File: config.mk
export PLATFORM = sky130hd
export DESIGN_NAME = timecode_counter
export DESIGN_NICKNAME = d
export VERILOG_FILES = /design/src/tc_pkg.sv /design/src/tc_cfg.sv /design/src/tc_step.sv /design/src/timecode_counter.sv
export SDC_FILE = /design/constraint.sdc
export NUM_CORES = 1
export LEC_CHECK = 0
export BUFFER_PORTS_ARGS = -buffer_cell sky130_fd_sc_hd__buf_2
export CAP_MARGIN = 30
export CORE_ASPECT_RATIO = 1.5
export CORE_UTILIZATION = 25
export DETAILED_ROUTE_END_ITERATION = 10
export PLACE_DENSITY = 0.45
export SLEW_MARGIN = 20
export SYNTH_ARGS = -nofsm -noshare
export SYNTH_HDL_FRONTEND = slang
export SYNTH_SLANG_ARGS = --single-unit
File: constraint.sdc
create_clock -name clk_i -period 8.75 [get_ports clk_i]
set_input_delay 1.75 -clock clk_i [delete_from_list [all_inputs] [get_ports clk_i]]
set_output_delay 1.75 -clock clk_i [all_outputs]
set_load 0.05 [all_outputs]
File: src/tc_pkg.sv
// Shared types, codes and constants for the timecode counter.
package tc_pkg;

  // Timecode field limits and drop-frame constants
  localparam logic [5:0] SEC_PER_MIN     = 6'd60;
  localparam logic [5:0] MIN_PER_HOUR    = 6'd60;
  localparam logic [6:0] HOURS_PER_DAY   = 7'd24;
  localparam logic [6:0] HOUR_LIMIT      = 7'd99;
  localparam logic [6:0] LOAD_HOUR_LIMIT = 7'd100;
  localparam logic [5:0] DROP_MIN_PERIOD = 6'd10;
  localparam logic [7:0] DROPPED_FRAMES  = 8'd2;
  localparam logic [7:0] FRAME_COUNT_RST = 8'd30;

  // Configuration register indexes
  typedef enum logic [1:0] {
    REG_FRAME_COUNT = 2'd0,
    REG_DROP_FRAME  = 2'd1,
    REG_WRAP        = 2'd2
  } tc_reg_e;

  // Item kinds
  typedef enum logic [1:0] {
    KIND_FWD  = 2'd0,
    KIND_BACK = 2'd1,
    KIND_LOAD = 2'd2
  } tc_kind_e;

  // Result error codes
  typedef enum logic [2:0] {
    ERR_OK           = 3'd0,
    ERR_HOUR_OVF     = 3'd1,
    ERR_BELOW_ZERO   = 3'd2,
    ERR_LOAD_RANGE   = 3'd3,
    ERR_LOAD_DROPPED = 3'd4
  } tc_err_e;

  typedef struct packed {
    logic [6:0] hours;
    logic [5:0] minutes;
    logic [5:0] seconds;
    logic [7:0] frames;
  } tc_time_t;

  typedef struct packed {
    logic [7:0] frame_count;
    logic       drop_frame;
    logic       wrap_day;
  } tc_cfg_t;

endpackage

File: src/tc_cfg.sv
// Configuration registers of the timecode counter.
module tc_cfg (
  input  logic                clk_i,
  input  logic                rst_ni,
  input  logic                cfg_valid_i,
  output logic                cfg_ready_o,
  input  logic [1:0]          cfg_index_i,
  input  logic [7:0]          cfg_data_i,
  output tc_pkg::tc_cfg_t     cfg_o
);

  tc_pkg::tc_cfg_t cfg_q;

  assign cfg_ready_o = 1'b1;
  assign cfg_o       = cfg_q;

  // Write the addressed register, drop writes beyond the list
  always_ff @(posedge clk_i or negedge rst_ni) begin
    if (!rst_ni) begin
      cfg_q.frame_count <= tc_pkg::FRAME_COUNT_RST;
      cfg_q.drop_frame  <= 1'b0;
      cfg_q.wrap_day    <= 1'b0;
    end else if (cfg_valid_i) begin
      case (tc_pkg::tc_reg_e'(cfg_index_i))
        tc_pkg::REG_FRAME_COUNT: cfg_q.frame_count <= cfg_data_i;
        tc_pkg::REG_DROP_FRAME:  cfg_q.drop_frame  <= cfg_data_i[0];
        tc_pkg::REG_WRAP:        cfg_q.wrap_day    <= cfg_data_i[0];
        default: ;
      endcase
    end
  end

endmodule

File: src/tc_step.sv
// Next-timecode logic: one frame forward, one frame back, or a checked load.
module tc_step (
  input  tc_pkg::tc_cfg_t  cfg_i,
  input  tc_pkg::tc_time_t cur_i,
  input  logic [1:0]       kind_i,
  input  tc_pkg::tc_time_t load_i,
  output tc_pkg::tc_time_t nxt_o,
  output tc_pkg::tc_err_e  err_o
);

  // Hours modulo 24 for a 7-bit value, by repeated subtraction
  function automatic logic [6:0] mod_day(input logic [6:0] v);
    logic [6:0] r;
    r = v;
    for (int i = 0; i < 5; i++) begin
      if (r >= tc_pkg::HOURS_PER_DAY) r = r - tc_pkg::HOURS_PER_DAY;
    end
    return r;
  endfunction

  // Minute that is a multiple of ten
  function automatic logic tenth_minute(input logic [5:0] m);
    return m inside {6'd0, 6'd10, 6'd20, 6'd30, 6'd40, 6'd50, 6'd60};
  endfunction

  // Frame skipped by drop-frame counting
  function automatic logic dropped(input logic df, input logic [5:0] m,
                                   input logic [5:0] s, input logic [7:0] f);
    return df && (s == 6'd0) && (f < tc_pkg::DROPPED_FRAMES) && !tenth_minute(m);
  endfunction

  logic [7:0]       rate;
  tc_pkg::tc_time_t fwd;
  logic             fwd_ovf;
  logic [8:0]       f_inc;
  logic             roll_f;
  logic             roll_s;
  logic             roll_m;
  tc_pkg::tc_time_t bwd;
  logic             below_zero;
  logic [7:0]       f_dec;
  logic             borrow;
  logic [6:0]       ld_hours;
  logic             ld_range_bad;
  logic             ld_dropped;

  // Zero frame count acts as one
  assign rate = (cfg_i.frame_count == 8'd0) ? 8'd1 : cfg_i.frame_count;

  // Forward step: cascade frame, second, minute, hour rollover
  always_comb begin
    fwd     = cur_i;
    fwd_ovf = 1'b0;
    f_inc   = {1'b0, cur_i.frames} + 9'd1;
    roll_f  = f_inc >= {1'b0, rate};
    roll_s  = roll_f && ((cur_i.seconds + 6'd1) >= tc_pkg::SEC_PER_MIN);
    roll_m  = roll_s && ((cur_i.minutes + 6'd1) >= tc_pkg::MIN_PER_HOUR);
    if (roll_f) begin
      fwd.frames  = 8'd0;
      fwd.seconds = roll_s ? 6'd0 : cur_i.seconds + 6'd1;
    end else begin
      fwd.frames = f_inc[7:0];
    end
    if (roll_s) begin
      fwd.minutes = roll_m ? 6'd0 : cur_i.minutes + 6'd1;
    end
    if (roll_m) begin
      if (cfg_i.wrap_day) begin
        fwd.hours = mod_day(cur_i.hours + 7'd1);
      end else if (cur_i.hours < tc_pkg::HOUR_LIMIT) begin
        fwd.hours = cur_i.hours + 7'd1;
      end else begin
        fwd_ovf = 1'b1;
      end
    end
    if (dropped(cfg_i.drop_frame, fwd.minutes, fwd.seconds, fwd.frames)) begin
      fwd.frames = tc_pkg::DROPPED_FRAMES;
    end
  end

  // Backward step: borrow through seconds, minutes and hours
  always_comb begin
    bwd        = cur_i;
    below_zero = !cfg_i.wrap_day && (cur_i == '0);
    f_dec      = cur_i.frames - 8'd1;
    borrow     = (cur_i.frames == 8'd0) ||
                 dropped(cfg_i.drop_frame, cur_i.minutes, cur_i.seconds, f_dec);
    if (borrow) begin
      bwd.frames = rate - 8'd1;
      if (cur_i.seconds == 6'd0) begin
        bwd.seconds = tc_pkg::SEC_PER_MIN - 6'd1;
        if (cur_i.minutes == 6'd0) begin
          bwd.minutes = tc_pkg::MIN_PER_HOUR - 6'd1;
          bwd.hours   = (cur_i.hours == 7'd0) ? tc_pkg::HOURS_PER_DAY - 7'd1
                                              : cur_i.hours - 7'd1;
        end else begin
          bwd.minutes = cur_i.minutes - 6'd1;
        end
      end else begin
        bwd.seconds = cur_i.seconds - 6'd1;
      end
    end else begin
      bwd.frames = f_dec;
    end
  end

  // Load checks
  assign ld_hours     = cfg_i.wrap_day ? mod_day(load_i.hours) : load_i.hours;
  assign ld_range_bad = (ld_hours >= tc_pkg::LOAD_HOUR_LIMIT) ||
                        (load_i.minutes >= tc_pkg::MIN_PER_HOUR) ||
                        (load_i.seconds >= tc_pkg::SEC_PER_MIN) ||
                        (load_i.frames >= rate);
  assign ld_dropped   = dropped(cfg_i.drop_frame, load_i.minutes, load_i.seconds,
                                load_i.frames);

  // Select the outcome; any error keeps the current timecode
  always_comb begin
    nxt_o = cur_i;
    err_o = tc_pkg::ERR_OK;
    case (tc_pkg::tc_kind_e'(kind_i))
      tc_pkg::KIND_FWD: begin
        if (fwd_ovf) err_o = tc_pkg::ERR_HOUR_OVF;
        else         nxt_o = fwd;
      end
      tc_pkg::KIND_BACK: begin
        if (below_zero) err_o = tc_pkg::ERR_BELOW_ZERO;
        else            nxt_o = bwd;
      end
      tc_pkg::KIND_LOAD: begin
        if (ld_range_bad) begin
          err_o = tc_pkg::ERR_LOAD_RANGE;
        end else if (ld_dropped) begin
          err_o = tc_pkg::ERR_LOAD_DROPPED;
        end else begin
          nxt_o         = load_i;
          nxt_o.hours   = ld_hours;
        end
      end
      default: ;
    endcase
  end

endmodule

File: src/timecode_counter.sv
// Top level of the timecode counter: input register, timecode state and result register.
// Timecode counter (hours:minutes:seconds:frames). One word is taken per cycle while
// results are drained. An accepted word sits in the input register and moves into the
// timecode register, which doubles as the result register, when that register is empty
// or its result is being taken; the result then stays on the output until it is taken.
// A full pass of the frame-second-minute-hour cascade runs combinationally between
// the two registers, so a new word may be accepted every cycle as long as results are
// drained; with the result held, one more word waits in the input register and then
// the input stalls. Each word gives exactly one result: the timecode after the word and
// an error code; on any error the timecode is unchanged. The configuration port always
// accepts writes; write it only while the counter is idle.
module timecode_counter (
  input  logic       clk_i,
  input  logic       rst_ni,
  input  logic       cfg_valid_i,
  output logic       cfg_ready_o,
  input  logic [1:0] cfg_index_i,
  input  logic [7:0] cfg_data_i,
  input  logic       in_valid_i,
  output logic       in_ready_o,
  input  logic [1:0] kind_i,
  input  logic [6:0] load_hours_i,
  input  logic [5:0] load_minutes_i,
  input  logic [5:0] load_seconds_i,
  input  logic [7:0] load_frames_i,
  output logic       out_valid_o,
  input  logic       out_ready_i,
  output logic [6:0] hours_o,
  output logic [5:0] minutes_o,
  output logic [5:0] seconds_o,
  output logic [7:0] frames_o,
  output logic [2:0] error_o
);

  tc_pkg::tc_cfg_t  cfg;
  logic             in_vld_q;
  logic [1:0]       kind_q;
  tc_pkg::tc_time_t load_q;
  logic             out_vld_q;
  tc_pkg::tc_time_t time_q;
  tc_pkg::tc_time_t time_d;
  tc_pkg::tc_err_e  err_q;
  tc_pkg::tc_err_e  err_d;
  logic             advance;

  tc_cfg u_cfg (
    .clk_i       (clk_i),
    .rst_ni      (rst_ni),
    .cfg_valid_i (cfg_valid_i),
    .cfg_ready_o (cfg_ready_o),
    .cfg_index_i (cfg_index_i),
    .cfg_data_i  (cfg_data_i),
    .cfg_o       (cfg)
  );

  tc_step u_step (
    .cfg_i  (cfg),
    .cur_i  (time_q),
    .kind_i (kind_q),
    .load_i (load_q),
    .nxt_o  (time_d),
    .err_o  (err_d)
  );

  // Move the held word into the result register when there is room
  assign advance    = in_vld_q && (!out_vld_q || out_ready_i);
  assign in_ready_o = !in_vld_q || advance;

  // Input register
  always_ff @(posedge clk_i or negedge rst_ni) begin
    if (!rst_ni) begin
      in_vld_q <= 1'b0;
    end else if (in_valid_i && in_ready_o) begin
      in_vld_q <= 1'b1;
    end else if (advance) begin
      in_vld_q <= 1'b0;
    end
  end

  always_ff @(posedge clk_i) begin
    if (in_valid_i && in_ready_o) begin
      kind_q         <= kind_i;
      load_q.hours   <= load_hours_i;
      load_q.minutes <= load_minutes_i;
      load_q.seconds <= load_seconds_i;
      load_q.frames  <= load_frames_i;
    end
  end

  // Timecode state and result register
  always_ff @(posedge clk_i or negedge rst_ni) begin
    if (!rst_ni) begin
      out_vld_q <= 1'b0;
      time_q    <= '0;
      err_q     <= tc_pkg::ERR_OK;
    end else if (advance) begin
      out_vld_q <= 1'b1;
      time_q    <= time_d;
      err_q     <= err_d;
    end else if (out_ready_i) begin
      out_vld_q <= 1'b0;
    end
  end

  assign out_valid_o = out_vld_q;
  assign hours_o     = time_q.hours;
  assign minutes_o   = time_q.minutes;
  assign seconds_o   = time_q.seconds;
  assign frames_o    = time_q.frames;
  assign error_o     = err_q;

`ifndef SYNTHESIS
  // An error leaves the timecode untouched
  a_err_holds_time: assert property (@(posedge clk_i) disable iff (!rst_ni)
    advance && (err_d != tc_pkg::ERR_OK) |=> time_q == $past(time_q))
    else $error("timecode changed on an error");

  // Minutes and seconds stay in range
  a_min_sec_range: assert property (@(posedge clk_i) disable iff (!rst_ni)
    (time_q.minutes < tc_pkg::MIN_PER_HOUR) && (time_q.seconds < tc_pkg::SEC_PER_MIN))
    else $error("minutes or seconds out of range");

  // Hours never pass the upper limit
  a_hour_range: assert property (@(posedge clk_i) disable iff (!rst_ni)
    time_q.hours <= tc_pkg::HOUR_LIMIT)
    else $error("hours out of range");

  // Input stalls only when a word is held and the result is not taken
  a_stall_cause: assert property (@(posedge clk_i) disable iff (!rst_ni)
    !in_ready_o |-> in_vld_q && out_vld_q && !out_ready_i)
    else $error("input stalled without cause");

  // A word that moves on always yields a result next cycle
  a_result_follows: assert property (@(posedge clk_i) disable iff (!rst_ni)
    advance |=> out_vld_q)
    else $error("result lost");
`endif

endmodule
==> summary.txt <==
Critical path
  – Slowest CP cell: dfrtp_1
  – Crit path top cell by count: ha_1
  – Kind of critical path: reg2reg
  – Worst r2r src: hours_o[2]
  – R2R setup slack: approximately 830 ps
  – Critical path arrival: slightly above 8000 ps
  – Critical path origin: hours_o[2]
  – Critical path fanouts, max: 16
  – Crit end category: flip-flop
  – Crit start category: flip-flop
  – Data required time at the worst endpoint: ~9000 ps
  – Depth of the worst register-to-register path: 29
  – CP peak stage delay: 640 ps
  – Reg-to-Reg End: hours_o[3]

Layout
  – Register area: between 0.0015 and 0.002 mm2
  – Layout area overhead: 13.0%
  – Multi-input logic area: ~0.005 mm2
  – ANT cells: 0
  – Final nets: slightly above 1000
  – Fill count: approximately 3100
  – Layout cell share with drive strength beyond 1: 0.152

STA
  – Final critical-path share of the clock period: 0.906
  – Slew HR: 0.376
  – Slew Viols, Final: 0
  – Clock Skews: 5.80 ps
  – Final min period: between 7000 and 8000 ps
  – RSZ-0062 raised after global routing: no
  – Post-route setup TNS: 0 ps
  – Hold Violations, Final: 0
  – Final setup violation count: 0
  – F_max: around 130 MHz
  – Slew @ Worst Pin: a little over 900 ps

Floorplan
  – IO Pins: between 70 and 80
  – Die area: ~0.03 mm2
  – Die height: roughly 210 um
  – Rows: between 70 and 80
  – Core Area: 0.0288 mm2
  – Initial cell density of the core: 0.256
  – Die X-Extent: between 100 and 150 um

Clocking
  – TritonCTS Buffers: 9
  – CTS Sinks: just over 70
  – Hold buffers post-CTS: 0
  – Clock root buffer: clkbuf_16
  – Max Root-Sink Buffers: 2
  – Worst-path clk slew: around 60 ps
  – PostCTS Resize Cnt: 0
  – H-tree Lvls: 3
  – Setup Buffers After CTS: 0
  – CTS tree: yes
  – Clk Latency, worst-skew pair: 350 ps

Place
  – Number of port buffers: 75
  – DP HPWL: roughly 18000 um
  – GP Congestion: roughly 0.84

Detailed routing
  – Met3 wire length: approximately 590 um
  – ANT nets after route: 0
  – DR pass1 iterations: 5
  – DR iter-0 viols: ~420
  – Wire length per cell: ~18 um
  – Highest metal used: met4
  – Met2 wire length: ~12000 um
  – Via count: approximately 7000
  – Drt drc: 0
  – WL met1: roughly 10000 um
  – DR vias/cell: ~5.3
  – Drt total wl: between 20000 and 25000 um

Job
  – Maxcap violations: 0

Worst hold path
  – Hold-critical path endpoint: error_o[2]
  – Hold depth: 1
  – Min-delay src: error_o[2]
  – Min-delay worst type: reg2reg

Logic synthesis
  – Library cells used by synthesis: 92
  – Asr flop ratio synth: 0.592
  – Post-synth EDFFs: 29
  – Post-synth top cells: 79 x nand2_1, 56 x nor2_1, 50 x clkbuf_1
  – Syn avg cell area: 8.23 um2
  – Cell with the most instances after synthesis: nand2_1
  – Seq/Total Area, Yosys: 0.261
  – Yosys top cell by area: dfrtp_1
  – Synth Cell Area: 0.00737 mm2
  – Post-synth net total: slightly below 1000
  – #FFs+latches synth: around 70
  – Yosys top cell area share: 0.129
  – Main synth FF type: dfrtp_1
  – Mapped Cells: between 800 and 900
  – Ranking of synthesized cells by area: dfrtp_1 13%, edfxtp_1 12%, ha_1 7.0%
  – Yosys Warn Count: 0

Global routing
  – Largest net degree at the start of global routing: between 40 and 50
  – First-pass GRT wire length: ~37000 um
  – GRT Total Usage: 0.159
  – Vias in the first global route: a little under 7000
  – GRT Residual Overflow: 0
  – Initial antenna violation count: 0

Status
  – Status: completed
## flip-flops by register name, indices dropped and copies added (netlist names)
signal       count
u_cfg.cfg_o     10
seconds_o        6
error_o          3
kind_q           2
load_q          27
out_valid_o      1
frames_o         8
hours_o          7
in_vld_q         1
minutes_o        6
## area by class of cell
cell class,count,share of cell area
clock buffer,10,0.0275
timing repair buffer,84,0.0532
tap,390,0.0586
inverter,48,0.0216
multi-input combinational,718,0.602
clock inverter,6,0.00571
sequential,71,0.231
## how the worst max path moves through the flow
stage / to / slack, ps
after floorplan: hours_o[3] / 1320
after global placement: hours_o[3] / 1110
after detailed placement: hours_o[3] / 900
after CTS: hours_o[3] / 890
after global routing: hours_o[3] / 180
final: hours_o[3] / 830
## critical path: cells and delay by family (launching register included)
| kind | cells | cell delay [ps] |
|---|---|---|
| AND/OR/NAND/NOR | 9 | 2500 |
| adder cells (fa/ha/maj) | 5 | 1610 |
| AO/OA/AOI/OAI | 8 | 1600 |
| flip-flops | 1 | 640 |
| XOR/XNOR | 2 | 640 |
| multiplexers | 2 | 450 |
| buffers and inverters | 3 | 370 |
## cells by family (layout without fill, tap and decap cells)
family,after synthesis,count (layout),synth area share
AO/OA/AOI/OAI,259,259,0.260
XOR/XNOR,47,47,0.0558
adder cells (fa/ha/maj),42,42,0.0709
buffers and inverters,107,148,0.0586
flip-flops,71,71,0.261
multiplexers,33,33,0.0507
other,1,1,0.000509
AND/OR/NAND/NOR,336,336,0.242
## metrics by stage
step,cell area (um2),instances,worst slack (ps),hold slack [ps],util
final,8330,1327,825,492,0.289
after global routing,8330,1327,177,520,0.289
after floorplan,7370,896,1320,457,-
after detailed placement,8050,1311,898,481,0.279
after CTS,8330,1327,885,500,0.289
after global placement,8040,1310,1110,461,0.279
## layout by cell type, fill, tap and decap left out, drive strengths merged, types with 7 or more instances in the layout
cell	n
a211o	11
a211oi	7
a21o	10
a21oi	36
a221oi	13
a22o	10
a22oi	8
a31oi	21
and2	7
and3	10
buf	84
clkbuf	10
dfrtp	38
edfxtp	29
ha	41
inv	48
mux2	14
mux2i	19
nand2	80
nand2b	23
nand3	37
nand3b	12
nand4	10
nor2	56
nor2b	11
nor3	27
nor3b	11
nor4	10
o211ai	9
o21ai	50
o221ai	7
o31ai	11
or3	15
or4	8
xnor2	29
xor2	18
## layer usage
metal / vias to the layer above / track usage
met5: - / 0
met4: 0 / 0.0760
met3: 46 / 0.0173
met2: 145 / 0.281
met1: 3358 / 0.191
li1: 3450 / -
Power is not shown: default switching activity piles up to over one toggle a cycle in this logic, so the estimate is an artifact.
